$ cat src/hdl/assert_macros.svh
// Assertion shorthands for the 3x3 median filter.
// Needs a signal named clock and a signal named reset in the including scope.
`ifndef ASSERT_MACROS_SVH
`define ASSERT_MACROS_SVH

// The expression must hold at every clock edge outside reset.
`define ASSERT_HOLDS(label, expr, msg) \
   label: assert property (@(posedge clock) disable iff (reset) (expr)) else $error(msg);

// Whenever the first expression holds, the second holds in the same cycle.
`define ASSERT_IMPLIES(label, ante, cons, msg) \
   label: assert property (@(posedge clock) disable iff (reset) (ante) |-> (cons)) \
      else $error(msg);

`endif

$ cat src/hdl/mf3_pkg.sv
// Shared types and constants of the 3x3 median filter.
// No dependencies; used by mf3_median and median_filter_3x3_rgb.
package mf3_pkg;

   // Frame geometry limits and derived index widths.
   localparam int MAX_WIDTH  = 1024;
   localparam int MAX_HEIGHT = 4096;
   localparam int COL_W      = $clog2(MAX_WIDTH);
   localparam int ROW_W      = $clog2(MAX_HEIGHT);

   // Configuration port.
   localparam int FW_W       = 11;
   localparam int FH_W       = 13;
   localparam int CSR_IDX_W  = 1;
   localparam int CSR_DATA_W = 13;

   localparam logic [CSR_IDX_W-1:0] CSR_FRAME_WIDTH  = 1'b0;
   localparam logic [CSR_IDX_W-1:0] CSR_FRAME_HEIGHT = 1'b1;

   localparam logic [FW_W-1:0] FRAME_WIDTH_RESET  = 11'd640;
   localparam logic [FH_W-1:0] FRAME_HEIGHT_RESET = 13'd480;

   // Item kinds on the input channel.
   localparam logic MODE_PIXEL = 1'b0;
   localparam logic MODE_FLUSH = 1'b1;

   typedef logic [7:0] chan_type;

   // Channel 0 (blue) sits in the low byte.
   typedef struct packed {
      chan_type red;
      chan_type green;
      chan_type blue;
   } pixel_type;

   typedef struct packed {
      logic     mode;
      chan_type blue_in;
      chan_type green_in;
      chan_type red_in;
   } req_type;

   typedef struct packed {
      chan_type blue_out;
      chan_type green_out;
      chan_type red_out;
      logic     frame_done;
   } rsp_type;

   // Load strobes for the two stages of the median unit.
   typedef struct packed {
      logic load_sort;
      logic load_median;
   } med_en_type;

endpackage

$ cat src/hdl/mf3_median.sv
// Two-stage median of nine 8-bit values for one color channel.
// Depends on mf3_pkg for chan_type and med_en_type.
module mf3_median import mf3_pkg::*; (
   input  logic            clock,
   input  med_en_type      en,
   input  chan_type [8:0]  taps,
   output chan_type        median
);

   chan_type [2:0] lo_ff;
   chan_type [2:0] mid_ff;
   chan_type [2:0] hi_ff;
   chan_type       median_ff;

   function automatic chan_type min3(input chan_type a, input chan_type b, input chan_type c);
      chan_type m;
      m = (a < b) ? a : b;
      return (m < c) ? m : c;
   endfunction

   function automatic chan_type max3(input chan_type a, input chan_type b, input chan_type c);
      chan_type m;
      m = (a > b) ? a : b;
      return (m > c) ? m : c;
   endfunction

   function automatic chan_type med3(input chan_type a, input chan_type b, input chan_type c);
      chan_type m;
      if (a > b) begin
         m = (b > c) ? b : ((a > c) ? c : a);
      end else begin
         m = (a > c) ? a : ((b > c) ? c : b);
      end
      return m;
   endfunction

   // First stage: sort each column of three taps.
   always_ff @(posedge clock) begin
      if (en.load_sort) begin
         for (int t = 0; t < 3; t++) begin
            lo_ff[t]  <= min3(taps[3*t], taps[3*t+1], taps[3*t+2]);
            mid_ff[t] <= med3(taps[3*t], taps[3*t+1], taps[3*t+2]);
            hi_ff[t]  <= max3(taps[3*t], taps[3*t+1], taps[3*t+2]);
         end
      end
   end

   // Second stage: the median of nine is the median of the largest minimum,
   // the middle median and the smallest maximum.
   always_ff @(posedge clock) begin
      if (en.load_median) begin
         median_ff <= med3(max3(lo_ff[0], lo_ff[1], lo_ff[2]),
                           med3(mid_ff[0], mid_ff[1], mid_ff[2]),
                           min3(hi_ff[0], hi_ff[1], hi_ff[2]));
      end
   end

   assign median = median_ff;

endmodule

$ cat config.mk
export PLATFORM = sky130hd
export DESIGN_NAME = mf3_median
export DESIGN_NICKNAME = d
export VERILOG_FILES = /design/src/hdl/assert_macros.svh /design/src/hdl/mf3_pkg.sv /design/src/hdl/mf3_median.sv
export SDC_FILE = /design/constraint.sdc
export NUM_CORES = 1
export LEC_CHECK = 0
export ABC_AREA = 1
export BUFFER_PORTS_ARGS = -buffer_cell sky130_fd_sc_hd__buf_2
export CORE_ASPECT_RATIO = 0.5
export CORE_MARGIN = 2
export CORE_UTILIZATION = 45
export CTS_CLUSTER_SIZE = 10
export DETAILED_ROUTE_END_ITERATION = 16
export GPL_ROUTABILITY_DRIVEN = 0
export PLACE_DENSITY_LB_ADDON = 0.08
export SLEW_MARGIN = 25
export SYNTH_ARGS = -nofsm -noshare
export SYNTH_HDL_FRONTEND = slang
export SYNTH_SLANG_ARGS = --single-unit
$ cat constraint.sdc
create_clock -name clock -period 13.7 [get_ports clock]
set_clock_uncertainty 0.1 [all_clocks]
set_input_delay 0.685 -clock clock [delete_from_list [all_inputs] [get_ports clock]]
set_output_delay 0.685 -clock clock [all_outputs]
set_load 0.1 [all_outputs]
==> impl_metrics.yaml <==
cells_and_area:
  num-fill-cells: 2310
  final_nets: 1826
  post-route-cell-area_um2: 11600
  diodes: 0
  drive_gt1_frac: 0.0942
  fin_cells: 1868
  area_growth_pct: 9.22
grt:
  grt_pass1_wl_um: 48300
  grt_pass1_vias: 9261
  grt_usage: 0.243
  grt_max_degree: 73
  grt_overflow: 0
  antenna_found_initial: 0
routing:
  drc: 0
  vias_per_cell: 5.46
  drtPass1Iterations: 5
  ant_nets: 0
  drt-initial-drc-count: 909
  drt-total-wl_um: 30300
  wl_per_cell_um: 16.2
  via_count: 10200
hold_path:
  hold_path_class: "in -> reg"
synth:
  synthFlopType: "edfxtp_1"
  syn_area_um2: 10600
  synth_area_leader_cell: "ha_1"
  async_flop_share: 0
  synth_enable_flop_cells: 80
  synth.top_cells.by_area: "ha_1, edfxtp_1, nand2_1, inv_1, o21ai_0"
  syn_nets: 1766
  yosysSeqAreaShare: 0.227
  synth_warnings: 0
  syn_area_per_cell_um2: 7.08
  yosysTopAreaCellShare: 0.230
  synth_cell_type_count: 36
  ys_ff_latch: 80
  syn_inst: 1496
place:
  dp.cells: 1852
  io_buffers: 82
  dp_hpwl_um: 24600
  place_ws_ps: 8130
  postPlaceCellArea_um2: 11300
floorplanning:
  die_height_um: 112
  initial_core_util: 0.461
  rows: 39
  io_pins: 83
  dieArea_um2: 24900
  fp.dieW_um: 221
  core_area_um2: 23000
power:
  p_int_uw: 1040
  swShare: 0.540
  power.density_nw_per_um2: 196
  p_leak_uw: 0.00586
  power_switching_uw: 1230
  ir_drop_v: 0.000152
  share_seq_of_total_power: 0.177
  p_clk_frac: 0.108
  p_comb_frac: 0.715
worst_setup_path:
  critPathArrivalTime_ps: 5690
  critPathRequiredTime_ps: 13700
  cp_max_fo: 20
  crit_path_start_kind: "register"
  path_class: "reg -> reg"
  worstSetupEndpointType: "register"
clock_network:
  numClockSinks: 80
  clock_latency_ps: 340
  cts_resized: 0
  htree_levels: 3
  cts_tree: "built"
  cts_root_buf: "clkbuf_16"
  cts_setup_buffers: 0
  ctsLongestPathBuffers: 2
  cts-buffers-inserted: 9
  hold_buffers: 0
  clk_pin_slew_worst_paths_ps: 60
flow_run:
  max-cap-violations: 0
run_status:
  status: "complete, no violations"
timing:
  min_period_over_period: 0.415
  setup_viol: 0
  drv_slew: 0
  relSlewSlack: 0.353
  fmax_mhz: 176
  fin_ws_ps: 8010
  grt_setup_unrepaired: "no"
  fin_crit_ps: 5690
  worstMarginPinSlew_ps: 968
  fin_setup_tns_ps: 0
  hold_viol: 0
==> worst paths after layout <==
kind              slack (ps)         to  depth (start not counted)       from
setup reg to reg        8010  median[2]                         26   hi_ff[5]
hold reg to reg          800  median[1]                          6  hi_ff[17]
hold / removal           530  lo_ff[20]                          3   taps[68]
setup / recovery        8010  median[2]                         26   hi_ff[5]
==> layer usage <==
metal / part of all wire / wire (um) / global-route usage
met5: 0 / 0 / 0
met4: 0.014 / 431 / 0.0582
met3: 0.050 / 1510 / 0.0262
met2: 0.43 / 12900 / 0.379
met1: 0.51 / 15500 / 0.360
==> cells by family (layout without fill, tap and decap cells) <==
logic type,Yosys count,after routing,synth area share
buffers and inverters,266,331,0.0979
DFF,80,80,0.227
AOI/OAI and AO/OA,375,375,0.216
adders and majority gates,195,195,0.230
and+or+nand+nor,580,580,0.229
==> sequential cells by signal, summed over array words and instances (netlist names) <==
name / flops
hi_ff: 24
mid_ff: 24
lo_ff: 24
median: 8
==> final cells by class <==
cell class,count,area [um^2],share of cell area
Multi-Input combinational cell,1150,7170,0.620
Clock inverter,7,78.8,0.00681
Clock buffer,9,225,0.0195
Tap cell,307,384,0.0332
Sequential cell,80,2400,0.208
Timing Repair Buffer,89,463,0.0400
Inverter,226,848,0.0733
==> cell usage after synthesis (13+ instances only) <==
library cell	count
o21ai_1	13
o32ai_1	24
nand3_1	90
nand2_1	329
nor2_1	122
o21ai_0	132
nand2_2	16
o211ai_1	23
a21oi_1	97
clkbuf_1	26
a211oi_1	58
ha_1	195
edfxtp_1	80
inv_1	226
==> worst max-delay path, cell delays in order (launching register included) <==
cell and delay (ps):
edfxtp_1 400, ha_1 320, a21oi_1 160, o21a_1 170, nand2_2 180, o21ai_0 290
ha_1 300, a21oi_1 160, nor2_1 60, a211oi_2 510, nand2_4 160, nand2_1 130
nand2_1 80, ha_1 280, inv_1 50, nor2_1 80, nor2_1 40, o21ai_0 130
nand2_1 60, a21boi_1 770, inv_1 510, o21ai_0 210, inv_1 60, nand2_1 60
nand2_1 40, nand2_1 60, inv_1 30
==> metrics by stage <==
stage | util | total power [uW] | hold WS, ps
global route | 0.503 | 2520 | 551
floorplan | - | 1630 | 610
detailed placement | 0.490 | 2010 | 760
finish | 0.503 | 2270 | 534
CTS | 0.503 | 2260 | 525
global placement | 0.490 | 1970 | 769
==> power groups by stage <==
| stage | clock network (uW) | logic, uW | registers (uW) |
|---|---|---|---|
| after floorplan | 0 | 1150 | 481 |
| after global placement | 0 | 1560 | 405 |
| after detailed placement | 0 | 1600 | 405 |
| after CTS | 253 | 1610 | 402 |
| after global routing | 262 | 1860 | 407 |
| final | 246 | 1620 | 401 |
==> cell usage in the layout (no fill, tap or decap), drive strengths merged, types with 26 or more instances in the layout <==
| cell | n |
|---|---|
| nand3 | 90 |
| buf | 89 |
| inv | 229 |
| edfxtp | 80 |
| o211ai | 26 |
| ha | 195 |
| a21oi | 99 |
| nor2 | 123 |
| nand2 | 348 |
| a211oi | 59 |
| o21ai | 154 |
(Power assumes the default switching activity.)
